===== src/sv/pss_pkg.sv =====
`default_nettype none
// ----------------------------------------------------------------------------
// pss_pkg
// Shared types and constants for the packet slot scheduler: request and
// result payloads, configuration view, controller states and commands.
// ----------------------------------------------------------------------------
package pss_pkg;

  // Sizes of the slot table and of the packet type space.
  localparam int MAX_SLOTS  = 8;
  localparam int TYPE_COUNT = 8;

  localparam int SLOT_IDX_W  = $clog2(MAX_SLOTS);
  localparam int SLOT_REGS   = (MAX_SLOTS + 1) / 2;
  localparam int SLOT_SEL_W  = (SLOT_REGS > 1) ? $clog2(SLOT_REGS) : 1;
  localparam int TYPE_W      = 3;
  localparam int COUNT_W     = 8;
  localparam int SLOT_W      = 12;
  localparam int SLOT_PAIR_W = 2 * SLOT_W;
  localparam int LEN_W       = 4;
  localparam int ADDR_W      = 5;
  localparam int DATA_W      = 32;

  // Register indexes on the configuration port.
  localparam logic [2:0] REG_SLOT_LENGTH = 3'd0;
  localparam logic [2:0] REG_SLOTS_A     = 3'd1;
  localparam logic [2:0] REG_SLOTS_B     = 3'd2;
  localparam logic [2:0] REG_SLOTS_C     = 3'd3;
  localparam logic [2:0] REG_SLOTS_D     = 3'd4;

  // Command codes of a request.
  localparam logic CMD_SEND    = 1'b0;
  localparam logic CMD_ENQUEUE = 1'b1;

  typedef struct packed {
    logic              command;
    logic [TYPE_W-1:0] request_type;
  } in_t;

  typedef struct packed {
    logic [TYPE_W-1:0] chosen_type;
    logic              from_queue;
  } out_t;

  typedef struct packed {
    logic [LEN_W-1:0]                      slot_length;
    logic [SLOT_REGS-1:0][SLOT_PAIR_W-1:0] slots;
  } cfg_t;

  typedef enum logic {
    S_IDLE,
    S_EXEC
  } state_t;

  // Commands from the controller to the datapath.
  typedef struct packed {
    logic load;
    logic exec;
  } ctrl_t;

endpackage
`default_nettype wire


===== src/sv/pss_regs.sv =====
`default_nettype none
// ----------------------------------------------------------------------------
// pss_regs
// Configuration register file behind the APB-style port: slot length and
// four packed slot-pair registers, with read back.
// ----------------------------------------------------------------------------
module pss_regs
  import pss_pkg::*;
(
  input  wire logic              clk,
  input  wire logic              rst,
  input  wire logic              psel,
  input  wire logic              penable,
  input  wire logic              pwrite,
  input  wire logic [ADDR_W-1:0] paddr,
  input  wire logic [DATA_W-1:0] pwdata,
  output logic      [DATA_W-1:0] prdata,
  output logic                   pready,
  output cfg_t                   cfg
);

  logic       wr_en;
  logic [2:0] reg_idx;

  assign pready  = 1'b1;
  assign reg_idx = paddr[4:2];
  assign wr_en   = psel && penable && pwrite && pready;

  // Register writes; indexes past the list are dropped.
  always_ff @(posedge clk) begin
    if (rst) begin
      cfg.slot_length <= LEN_W'(1);
      cfg.slots       <= '0;
    end else if (wr_en) begin
      case (reg_idx)
        REG_SLOT_LENGTH: cfg.slot_length <= pwdata[LEN_W-1:0];
        REG_SLOTS_A:     cfg.slots[0]    <= pwdata[SLOT_PAIR_W-1:0];
        REG_SLOTS_B:     cfg.slots[1]    <= pwdata[SLOT_PAIR_W-1:0];
        REG_SLOTS_C:     cfg.slots[2]    <= pwdata[SLOT_PAIR_W-1:0];
        REG_SLOTS_D:     cfg.slots[3]    <= pwdata[SLOT_PAIR_W-1:0];
        default: ;
      endcase
    end
  end

  // Read back mux.
  always_comb begin
    case (reg_idx)
      REG_SLOT_LENGTH: prdata = DATA_W'(cfg.slot_length);
      REG_SLOTS_A:     prdata = DATA_W'(cfg.slots[0]);
      REG_SLOTS_B:     prdata = DATA_W'(cfg.slots[1]);
      REG_SLOTS_C:     prdata = DATA_W'(cfg.slots[2]);
      REG_SLOTS_D:     prdata = DATA_W'(cfg.slots[3]);
      default:         prdata = '0;
    endcase
  end

endmodule
`default_nettype wire


===== src/sv/pss_ctrl.sv =====
`default_nettype none
// ----------------------------------------------------------------------------
// pss_ctrl
// Controller: takes a request when idle, executes it in the datapath in
// its single execute state, then returns to idle.
// ----------------------------------------------------------------------------
module pss_ctrl
  import pss_pkg::*;
(
  input  wire logic clk,
  input  wire logic rst,
  input  wire logic start,
  output logic      busy,
  output ctrl_t     ctrl
);

  state_t state;
  state_t state_next;

  always_ff @(posedge clk) begin
    if (rst) begin
      state <= S_IDLE;
    end else begin
      state <= state_next;
    end
  end

  // Next state.
  always_comb begin
    case (state)
      S_IDLE:  state_next = start ? S_EXEC : S_IDLE;
      S_EXEC:  state_next = S_IDLE;
      default: state_next = S_IDLE;
    endcase
  end

  // Outputs.
  always_comb begin
    busy      = 1'b0;
    ctrl.load = 1'b0;
    ctrl.exec = 1'b0;
    case (state)
      S_IDLE: begin
        ctrl.load = start;
      end
      S_EXEC: begin
        busy      = 1'b1;
        ctrl.exec = 1'b1;
      end
      default: ;
    endcase
  end

`ifndef SYNTHESIS
  // The execute state is always followed by idle.
  a_exec_one_cycle: assert property (@(posedge clk) disable iff (rst)
    (state == S_EXEC) |=> (state == S_IDLE))
    else $error("controller stayed in execute");

  // An accepted request is executed in the next cycle.
  a_accept_exec: assert property (@(posedge clk) disable iff (rst)
    (start && !busy) |=> ctrl.exec)
    else $error("accepted request not executed");
`endif

endmodule
`default_nettype wire


===== src/sv/pss_datapath.sv =====
`default_nettype none
// ----------------------------------------------------------------------------
// pss_datapath
// Scheduler state and arithmetic: pending set, slot index, repeat counter,
// lowest-pending priority encoder and the result register.
// ----------------------------------------------------------------------------
module pss_datapath
  import pss_pkg::*;
(
  input  wire logic  clk,
  input  wire logic  rst,
  input  wire ctrl_t ctrl,
  input  wire in_t   job,
  input  wire cfg_t  cfg,
  output out_t       result,
  output logic       result_strobe
);

  in_t                   job_q;
  logic [TYPE_COUNT-1:0] pending_mask;
  logic [SLOT_IDX_W-1:0] slot_index;
  logic [COUNT_W-1:0]    repeat_counter;

  logic [SLOT_PAIR_W-1:0] pair;
  logic [SLOT_W-1:0]      slot;
  logic [TYPE_W-1:0]      own_type;
  logic [COUNT_W-1:0]     count;
  logic                   queue_ok;
  logic [TYPE_W-1:0]      low_type;
  logic                   take_queue;
  logic [COUNT_W:0]       next_count;
  logic [LEN_W-1:0]       eff_len;
  logic [LEN_W-1:0]       next_index;
  logic [TYPE_COUNT-1:0]  pending_next;
  logic [SLOT_IDX_W-1:0]  slot_index_next;
  logic [COUNT_W-1:0]     repeat_counter_next;

  // Current slot fields.
  always_comb begin
    pair     = cfg.slots[SLOT_SEL_W'(slot_index >> 1)];
    slot     = slot_index[0] ? pair[SLOT_PAIR_W-1:SLOT_W] : pair[SLOT_W-1:0];
    own_type = slot[2:0];
    count    = slot[10:3];
    queue_ok = slot[11];
  end

  // Lowest pending type.
  always_comb begin
    low_type = '0;
    for (int i = TYPE_COUNT - 1; i >= 0; i--) begin
      if (pending_mask[i]) begin
        low_type = TYPE_W'(i);
      end
    end
    take_queue = queue_ok && (pending_mask != '0);
  end

  // Repeat counter and slot index advance; length is clamped to 1..MAX_SLOTS.
  always_comb begin
    next_count = {1'b0, repeat_counter} + (COUNT_W + 1)'(1);
    if (cfg.slot_length == '0) begin
      eff_len = LEN_W'(1);
    end else if (int'(cfg.slot_length) > MAX_SLOTS) begin
      eff_len = LEN_W'(MAX_SLOTS);
    end else begin
      eff_len = cfg.slot_length;
    end
    next_index = LEN_W'(slot_index) + LEN_W'(1);
    if (next_count < {1'b0, count}) begin
      repeat_counter_next = next_count[COUNT_W-1:0];
      slot_index_next     = slot_index;
    end else begin
      repeat_counter_next = '0;
      slot_index_next     = (next_index >= eff_len) ? '0 : next_index[SLOT_IDX_W-1:0];
    end
  end

  // Pending set update for either command.
  always_comb begin
    pending_next = pending_mask;
    if (job_q.command == CMD_ENQUEUE) begin
      if (int'(job_q.request_type) < TYPE_COUNT) begin
        pending_next[job_q.request_type] = 1'b1;
      end
    end else if (take_queue) begin
      pending_next[low_type] = 1'b0;
    end
  end

  // Request capture.
  always_ff @(posedge clk) begin
    if (ctrl.load) begin
      job_q <= job;
    end
  end

  // Scheduler state and result.
  always_ff @(posedge clk) begin
    if (rst) begin
      pending_mask   <= '0;
      slot_index     <= '0;
      repeat_counter <= '0;
      result_strobe  <= 1'b0;
    end else begin
      result_strobe <= 1'b0;
      if (ctrl.exec) begin
        pending_mask <= pending_next;
        if (job_q.command == CMD_SEND) begin
          slot_index     <= slot_index_next;
          repeat_counter <= repeat_counter_next;
          result_strobe  <= 1'b1;
        end
      end
    end
  end

  always_ff @(posedge clk) begin
    if (ctrl.exec) begin
      result.chosen_type <= take_queue ? low_type : own_type;
      result.from_queue  <= take_queue;
    end
  end

`ifndef SYNTHESIS
  // A result follows only the execution of a send request.
  a_strobe_cause: assert property (@(posedge clk) disable iff (rst)
    result_strobe |-> ($past(ctrl.exec) && ($past(job_q.command) == CMD_SEND)))
    else $error("result without a send request");

  // A type served from the queue is no longer pending.
  a_queue_cleared: assert property (@(posedge clk) disable iff (rst)
    (result_strobe && result.from_queue) |-> !pending_mask[result.chosen_type])
    else $error("served type still pending");
`endif

endmodule
`default_nettype wire


===== src/sv/packet_slot_scheduler_unit.sv =====
`default_nettype none
// ----------------------------------------------------------------------------
// packet_slot_scheduler_unit
// Picks the next radio packet type from a configured slot sequence or from
// the set of pending queued types.
//
//   Channel   Ports                                   Direction
//   request   start, busy, job (command, request_type) in
//   result    result_strobe, result (chosen_type,      out
//             from_queue)
//   config    psel, penable, pwrite, paddr, pwdata,    in/out
//             prdata, pready
//
// A request is taken when start is high and busy is low; busy then stays
// high for one cycle, so a new request is not taken while the last one
// executes. This is set by the controller's single execute state.
// A send request gives its result after its execute state, for one cycle.
// An enqueue gives no result. The receiver cannot stall the block.
// Synchronous reset clears the pending set, slot index and repeat counter.
// ----------------------------------------------------------------------------
module packet_slot_scheduler_unit
  import pss_pkg::*;
(
  input  wire logic              clk,
  input  wire logic              rst,
  input  wire logic              start,
  output logic                   busy,
  input  wire in_t               job,
  output out_t                   result,
  output logic                   result_strobe,
  input  wire logic              psel,
  input  wire logic              penable,
  input  wire logic              pwrite,
  input  wire logic [ADDR_W-1:0] paddr,
  input  wire logic [DATA_W-1:0] pwdata,
  output logic      [DATA_W-1:0] prdata,
  output logic                   pready
);

  cfg_t  cfg;
  ctrl_t ctrl;

  pss_regs u_regs (
    .clk     (clk),
    .rst     (rst),
    .psel    (psel),
    .penable (penable),
    .pwrite  (pwrite),
    .paddr   (paddr),
    .pwdata  (pwdata),
    .prdata  (prdata),
    .pready  (pready),
    .cfg     (cfg)
  );

  pss_ctrl u_ctrl (
    .clk   (clk),
    .rst   (rst),
    .start (start),
    .busy  (busy),
    .ctrl  (ctrl)
  );

  pss_datapath u_datapath (
    .clk           (clk),
    .rst           (rst),
    .ctrl          (ctrl),
    .job           (job),
    .cfg           (cfg),
    .result        (result),
    .result_strobe (result_strobe)
  );

endmodule
`default_nettype wire


===== config.mk =====
export PLATFORM = sky130hd
export DESIGN_NAME = packet_slot_scheduler_unit
export DESIGN_NICKNAME = d
export VERILOG_FILES = /design/src/sv/pss_pkg.sv /design/src/sv/pss_regs.sv /design/src/sv/pss_ctrl.sv /design/src/sv/pss_datapath.sv /design/src/sv/packet_slot_scheduler_unit.sv
export SDC_FILE = /design/constraint.sdc
export NUM_CORES = 1
export LEC_CHECK = 0
export ABC_CLOCK_PERIOD_IN_PS = 3310
export BUFFER_PORTS_ARGS = -buffer_cell sky130_fd_sc_hd__buf_2
export CORE_ASPECT_RATIO = 0.5
export CORE_MARGIN = 4
export CORE_UTILIZATION = 58
export CTS_CLUSTER_SIZE = 10
export DETAILED_ROUTE_END_ITERATION = 16
export GPL_ROUTABILITY_DRIVEN = 0
export PLACE_DENSITY_LB_ADDON = 0.1
export SYNTH_ARGS = -nofsm -noshare
export SYNTH_HDL_FRONTEND = slang
export SYNTH_SLANG_ARGS = --single-unit

===== constraint.sdc =====
create_clock -name clk -period 3.31 [get_ports clk]
set_input_delay 0.1655 -clock clk [delete_from_list [all_inputs] [get_ports clk]]
set_output_delay 0.1655 -clock clk [all_outputs]
set_load 0.01 [all_outputs]

After elaboration in Yosys (flattened, before gate mapping)
Cells that the tools add are included.
{"block": "op_classes", "n_reduce_logical": 18, "mux": 28, "n_addsub": 2, "eq_ne": 4, "magnitude_cmp": 8, "bitwise_logic": 7}
{"op": "24-bit case mux with 5 select lines", "count": 1}
{"op": "24-bit binary-select mux with 2-bit select", "count": 1}
{"op": "3-bit two-way mux", "count": 10}
{"op": "24-bit two-way mux", "count": 1}
{"op": "8-bit two-way mux", "count": 3}
{"op": "2-bit AND reduction", "count": 7}
{"op": "12-bit two-way mux", "count": 1}
{"op": "8-bit by 1-bit adder with 9-bit output (second input constant)", "count": 1}
{"op": "9-bit by 8-bit less-than comparator with 1-bit output", "count": 1}
{"op": "8-bit AND", "count": 1}
{"op": "3-bit by 4-bit less-than comparator with 1-bit output (second input constant)", "count": 2}
{"op": "4-bit two-way mux", "count": 2}
{"op": "8-bit NOT", "count": 1}
{"op": "8-bit bitwise OR", "count": 1}
{"op": "8-bit nonzero test", "count": 1}
{"op": "1-bit demux with 3-bit select", "count": 2}
{"op": "3-bit by 2-bit equality test with 1-bit output (second input constant)", "count": 2}
{"op": "3-bit by 1-bit >= comparator with 1-bit output (second input constant)", "count": 2}
{"op": "1-bit two-way mux", "count": 6}
{"op": "1-bit logical AND", "count": 5}
{"op": "3-bit by 1-bit adder with 4-bit output (second input constant)", "count": 1}
{"op": "4-bit >= comparator", "count": 1}
{"op": "4-bit > comparator (second input constant)", "count": 1}
{"op": "4-bit zero test", "count": 1}
{"op": "other kinds (9)", "count": 12}
{"block": "totals", "reg_bits": 129, "output_inout_bits": 39, "elab_cells": 81}

Logic depth before layout (Yosys ltp)
{"block": "depth", "word_depth": 16, "depth_mapped": 11, "depth_no_buf": 11}

Hierarchy
From an unflattened synthesis, not the netlist that was laid out.
{"block": "unflattened", "cells_unflattened": 724, "area_unflattened_um2": 7174.4}
{"module": "pss_regs", "area_per_inst_um2": 4812.1, "seq_area_each_um2": 2001.9, "instances": 1, "cells_per_inst": 491}
{"module": "pss_datapath", "area_per_inst_um2": 2308.5, "seq_area_each_um2": 640.6, "instances": 1, "cells_per_inst": 228}
{"module": "pss_ctrl", "area_per_inst_um2": 53.8, "seq_area_each_um2": 20.0, "instances": 1, "cells_per_inst": 5}

Worst setup path after synthesis
No wires, ideal clock.
{"block": "synth_timing", "path_kind": "register to register", "startpoint": "register u_datapath.slot_index[1]", "endpoint": "register u_datapath.slot_index[0]", "path_slack_ns": 0.402, "stages_incl_launch_ff": 12, "n_path_buf": 2, "arrival_time_ns": 2.825, "cell_sequence": "dfxtp_1 -> buf_6 -> buf_2 -> mux4_2 -> mux2i_1 -> ha_1 -> a21oi_1 -> o21ai_1 -> o2111ai_1 -> o21ai_2 -> and2_4 -> o31ai_4"}
{"block": "synth_between", "elab_chain_len": 6, "word_cells_on_any_way": 9, "cone_classes": "1 x add/sub; 2 x order compare; 4 x mux; 1 x bitwise; 1 x reduce/logical"}
{"element": "start, declared", "line": "pss_datapath.sv:21", "rtl": "logic [SLOT_IDX_W-1:0] slot_index;"}
{"element": "start signal, assigned", "line": "pss_datapath.sv:109", "rtl": "slot_index <= slot_index_next;"}
{"element": "24-bit binary-select mux with 2-bit select", "line": "pss_datapath.sv:40", "rtl": "pair = cfg.slots[SLOT_SEL_W'(slot_index >> 1)];"}
{"element": "24-bit two-way mux (implied by the code)", "line": "pss_datapath.sv:40"}
{"element": "12-bit two-way mux", "line": "pss_datapath.sv:41", "rtl": "slot = slot_index[0] ? pair[SLOT_PAIR_W-1:SLOT_W] : pair[SLOT_W-1:0];"}
{"element": "9-bit by 8-bit less-than comparator with 1-bit output", "line": "pss_datapath.sv:69", "rtl": "if (next_count < {1'b0, count}) begin"}
{"element": "1-bit NOT (no line)"}
{"element": "3-bit AND reduction (no line)"}
Several ways; a longest one is shown, not always the timed one. The select of a mux whose other input is x is not followed.
A chain may end at the register's enable or synchronous reset.

Worst setup path after layout
{"block": "layout_timing", "startpoint": "register u_datapath.slot_index[1]", "endpoint": "register u_datapath.repeat_counter[6]"}
{"block": "layout_between", "elab_chain_len": 5}
{"element": "24-bit binary-select mux with 2-bit select", "line": "pss_datapath.sv:40"}
{"element": "24-bit two-way mux (implied by the code)", "line": "pss_datapath.sv:40"}
{"element": "12-bit two-way mux", "line": "pss_datapath.sv:41"}
{"element": "9-bit by 8-bit less-than comparator with 1-bit output", "line": "pss_datapath.sv:69"}
{"element": "8-bit two-way mux", "line": "pss_datapath.sv:69"}
{"element": "end signal, assigned", "line": "pss_datapath.sv:110", "rtl": "repeat_counter <= repeat_counter_next;"}
{"element": "end, declared", "line": "pss_datapath.sv:22", "rtl": "logic [COUNT_W-1:0] repeat_counter;"}
No other way between the ends. The select of a mux whose other input is x is not followed.

==> run_results.csv <==
group,metric,value,unit
timing,fin_worst_skew,0.0103,ns
clock_network,worst_skew_pair.late_latency,0.42,ns
finish,num_antenna_cells,0,
floorplanning,initial_utilization,59.7,%
clock_network,cts_made_buffers,17,
timing,slew-limit-headroom,25.8,%
yosys,yosysWarningCount,0,
floorplanning,design.core.area,11000,um2
floorplanning,floorplan.rows,27,
hold_path,hold_start,"pwdata[17]",
timing,maxClockFrequency,333,MHz
critical_path,cp_top_family,"compound AO/OA/AOI/OAI gates",
global_route,antenna_found_initial,1,
critical_path,ff2ff_setup_slack,0.31,ns
yosys,synth_seq_area_share,40.5,%
global_route,grt_start_max_net_pins,73,
critical_path,crit_slowest_cell,"sky130_fd_sc_hd__mux4_2",
critical_path,crit_chain,"buf_4, mux4_2, mux2i_1, ha_1, a21oi_1, o21ai_1, o2111ai_1, o211ai_4, o22ai_1, a22o_1",
power,p_per_area,488,nW/um2
power,power.leakage,2.96,nW
drt,viasPerCell,5.96,
clock_network,cts.repair_timing.setup_buffer_count,0,
global_route,first_global_vias,5660,
critical_path,critical_path.n_buffers_inverters,1,
clock_network,clockRootBuffer,"sky130_fd_sc_hd__clkbuf_16",
critical_path,crit_path_max_incr_delay,0.50,ns
hold_path,whs_endpoint,"u_regs.cfg[65]",
floorplanning,fp.dieH,83.3,um
drt,drt_pre_antenna_iters,6,
critical_path,critPathCaptureType,"flip-flop",
finish,synthToLayoutAreaGrowth,16.8,%
finish,layout.nets,898,
critical_path,worstPathRequired,3.62,ns
critical_path,cp_max_fo,12,
drt,drtAntennaViolNets,0,
yosys,avgSynthCellArea,8.41,um2
critical_path,worst_r2r_endpoint,"u_datapath.repeat_counter[6]",
timing,final-max-slew-violation-count,0,
flow_run,drv_cap,0,
critical_path,cp-start-kind,"flip-flop",
timing,timing.final.crit_period,3.00,ns
timing,unrepaired_setup_endpoints_after_global_routing,"false",
hold_path,min_delay_path_depth,3,
yosys,count_of_mapped_cells_out_of_synthesis,781,
clock_network,clockBufferDepth,2,
drt,route.final.wire_length,18300,um
floorplanning,boundaryPins,86,
timing,setup_viol,0,
critical_path,ff2ff_path_depth,10,
yosys,syn-cell-area,6570,um2
yosys,yosys_register_bits,129,
floorplanning,die_area,13200,um2
place,place.port_buffers,66,
critical_path,arrival,3.31,ns
timing,worst_pin_slew,1.11,ns
global_route,globalRoute.totalOverflow,0,
global_route,grt.total_usage,28.3,%
critical_path,crit_type,"flip-flop to flip-flop",
hold_path,hold_path.class,"input port to flip-flop",
timing,totalNegativeSetupSlack,0,ns
timing,post-route-period-util,90.6,%
place,dp_hpwl,11800,um
drt,drt_first_iter_violations,625,
drt,route.detailed.wl_per_inst,18.4,um
yosys,synth_cell_types,62,
floorplanning,die_width,159,um
timing,hold_violations,0,
clock_network,clk_transition_reported_paths,0.06,ns
clock_network,clock_tree_from_tritoncts,"built",
drt,vias,5936,
clock_network,maximum_level_of_the_cts_h_tree,4,
finish,drive_above_1_share,19.6,%
critical_path,reg2reg_from,"u_datapath.slot_index[1]",
clock_network,cts_sinks,129,
global_route,grt_pass1_wl,29600,um
timing,hold_ws,0.0142,ns
drt,detail_route.drc_violations,0,
status,outcome,"finished, final reports clean",
power,max-vdd-ir-drop,390,uV
sequential cells by signal, indices dropped and copies added, names as in the netlist:
signal and cells:
u_datapath.pending_mask 8, u_datapath.result_strobe 1, u_datapath.result 4, u_datapath.job_q 4
u_regs.cfg 100, u_ctrl.state 1, u_datapath.repeat_counter 8, u_datapath.slot_index 3
how the worst max path moves through the flow:
| stage | startpoint | end | slack [ns] | depth (start not counted) |
|---|---|---|---|---|
| after floorplan | u_datapath.slot_index[1] | u_datapath.slot_index[0] | 0.40 | 11 |
| after global placement | u_datapath.slot_index[1] | u_datapath.repeat_counter[6] | 0.27 | 10 |
| after detailed placement | u_datapath.slot_index[1] | u_datapath.repeat_counter[6] | 0.18 | 10 |
| after CTS | u_datapath.slot_index[1] | u_datapath.repeat_counter[6] | 0.17 | 10 |
| after global routing | u_datapath.slot_index[1] | u_datapath.repeat_counter[6] | 0.12 | 10 |
| final | u_datapath.slot_index[1] | u_datapath.repeat_counter[6] | 0.31 | 10 |
per-layer routing:
layer / wire, um / up-vias / track usage [%]
met2: 7980 / 274 / 42.5
met5: 13 / - / 0
met1: 8260 / 2791 / 41.4
met3: 1790 / 36 / 6.19
met4: 293 / 2 / 6.97
li1: - / 2833 / -
report_power, final:
| group | internal, mW | switching (mW) |
|---|---|---|
| Clock | 1.22 | 0.753 |
| Combinational | 0.0553 | 0.122 |
| Sequential | 1.58 | 0.0144 |
cell type report:
cell class	instances	area [um2]
Timing Repair Buffer	94	566
Clock inverter	13	171
Fill cell	880	3340
Sequential cell	129	2670
Inverter	7	26.3
Multi-Input combinational cell	589	3620
Tap cell	145	181
Clock buffer	19	443
repair_timing:
action,in CTS,in global routing
gates resized for setup,0,1
endpoints found under the setup margin,0,1
endpoints found under the hold margin,4,0
hold buffers,4,0
stage by stage:
step / setup WS, ns / total power, mW / utilization [%] / cells / instance area (um2)
floorplan: 0.402 / 1.74 / - / 788 / 6600
global placement: 0.265 / 1.80 / 63.7 / 960 / 7020
detailed placement: 0.179 / 1.80 / 63.7 / 960 / 7020
CTS: 0.168 / 3.75 / 69.7 / 996 / 7670
global route: 0.115 / 3.85 / 69.7 / 996 / 7680
finish: 0.310 / 3.75 / 69.7 / 996 / 7680
cell usage after synthesis (all sizes together):
cell / n / area [um2]
a211oi: 3 / 32.5
a21o: 2 / 15.0
a21oi: 114 / 571
a22o: 5 / 43.8
a22oi: 40 / 300
a311oi: 3 / 43.8
a31o: 1 / 8.76
a31oi: 3 / 18.8
a32oi: 1 / 8.76
and2: 6 / 40.0
and3: 6 / 37.5
buf: 25 / 153
clkbuf: 38 / 143
conb: 2 / 7.51
dfxtp: 121 / 2420
edfxtp: 8 / 240
ha: 13 / 163
inv: 7 / 26.3
mux2: 3 / 37.5
mux2i: 24 / 240
mux4: 22 / 495
nand2: 237 / 890
nand2b: 7 / 43.8
nand3: 5 / 25.0
nand3b: 1 / 7.51
nand4: 4 / 25.0
nor2: 29 / 114
nor2b: 10 / 65.1
nor3: 7 / 40.0
nor3b: 2 / 15.0
nor4: 1 / 21.3
nor4b: 1 / 8.76
o2111ai: 2 / 17.5
o211ai: 2 / 33.8
o21a: 1 / 7.51
o21ai: 4 / 35.0
o21bai: 1 / 7.51
o22ai: 9 / 62.6
o31ai: 2 / 28.8
or2: 1 / 6.26
or3: 2 / 17.5
xnor2: 4 / 35.0
xor2: 2 / 17.5
cells by family after synthesis:
logic type	share of synthesized area [%]
and+or+nand+nor	20.6
AOI/OAI and AO/OA	18.8
DFF	40.5
buffers and inverters	4.89
muxes	11.8
adders and majority gates	2.48
xor gates and xnor gates	0.800
other	0.114
cell usage in the layout (no fill, tap or decap), drive strengths merged, types with 8 or more instances in the layout:
cell / synthesis / final
a22oi: 40 / 40
nor2: 29 / 29
conb: 2 / 9
ha: 13 / 13
clkbuf: 38 / 19
nand2: 237 / 237
inv: 7 / 13
buf: 25 / 90
mux2i: 24 / 24
a21oi: 114 / 114
o22ai: 9 / 9
edfxtp: 8 / 8
dfxtp: 121 / 121
mux4: 22 / 22
nor2b: 10 / 10
worst reg2reg max path, cell delays in order (launching register included):
cell	delay (ns)
sky130_fd_sc_hd__dfxtp_4	0.48
sky130_fd_sc_hd__buf_4	0.23
sky130_fd_sc_hd__mux4_2	0.50
sky130_fd_sc_hd__mux2i_1	0.18
sky130_fd_sc_hd__ha_1	0.17
sky130_fd_sc_hd__a21oi_1	0.06
sky130_fd_sc_hd__o21ai_1	0.26
sky130_fd_sc_hd__o2111ai_1	0.30
sky130_fd_sc_hd__o211ai_4	0.33
sky130_fd_sc_hd__o22ai_1	0.13
sky130_fd_sc_hd__a22o_1	0.25
Note: power is estimated with default switching activity, not from simulation.
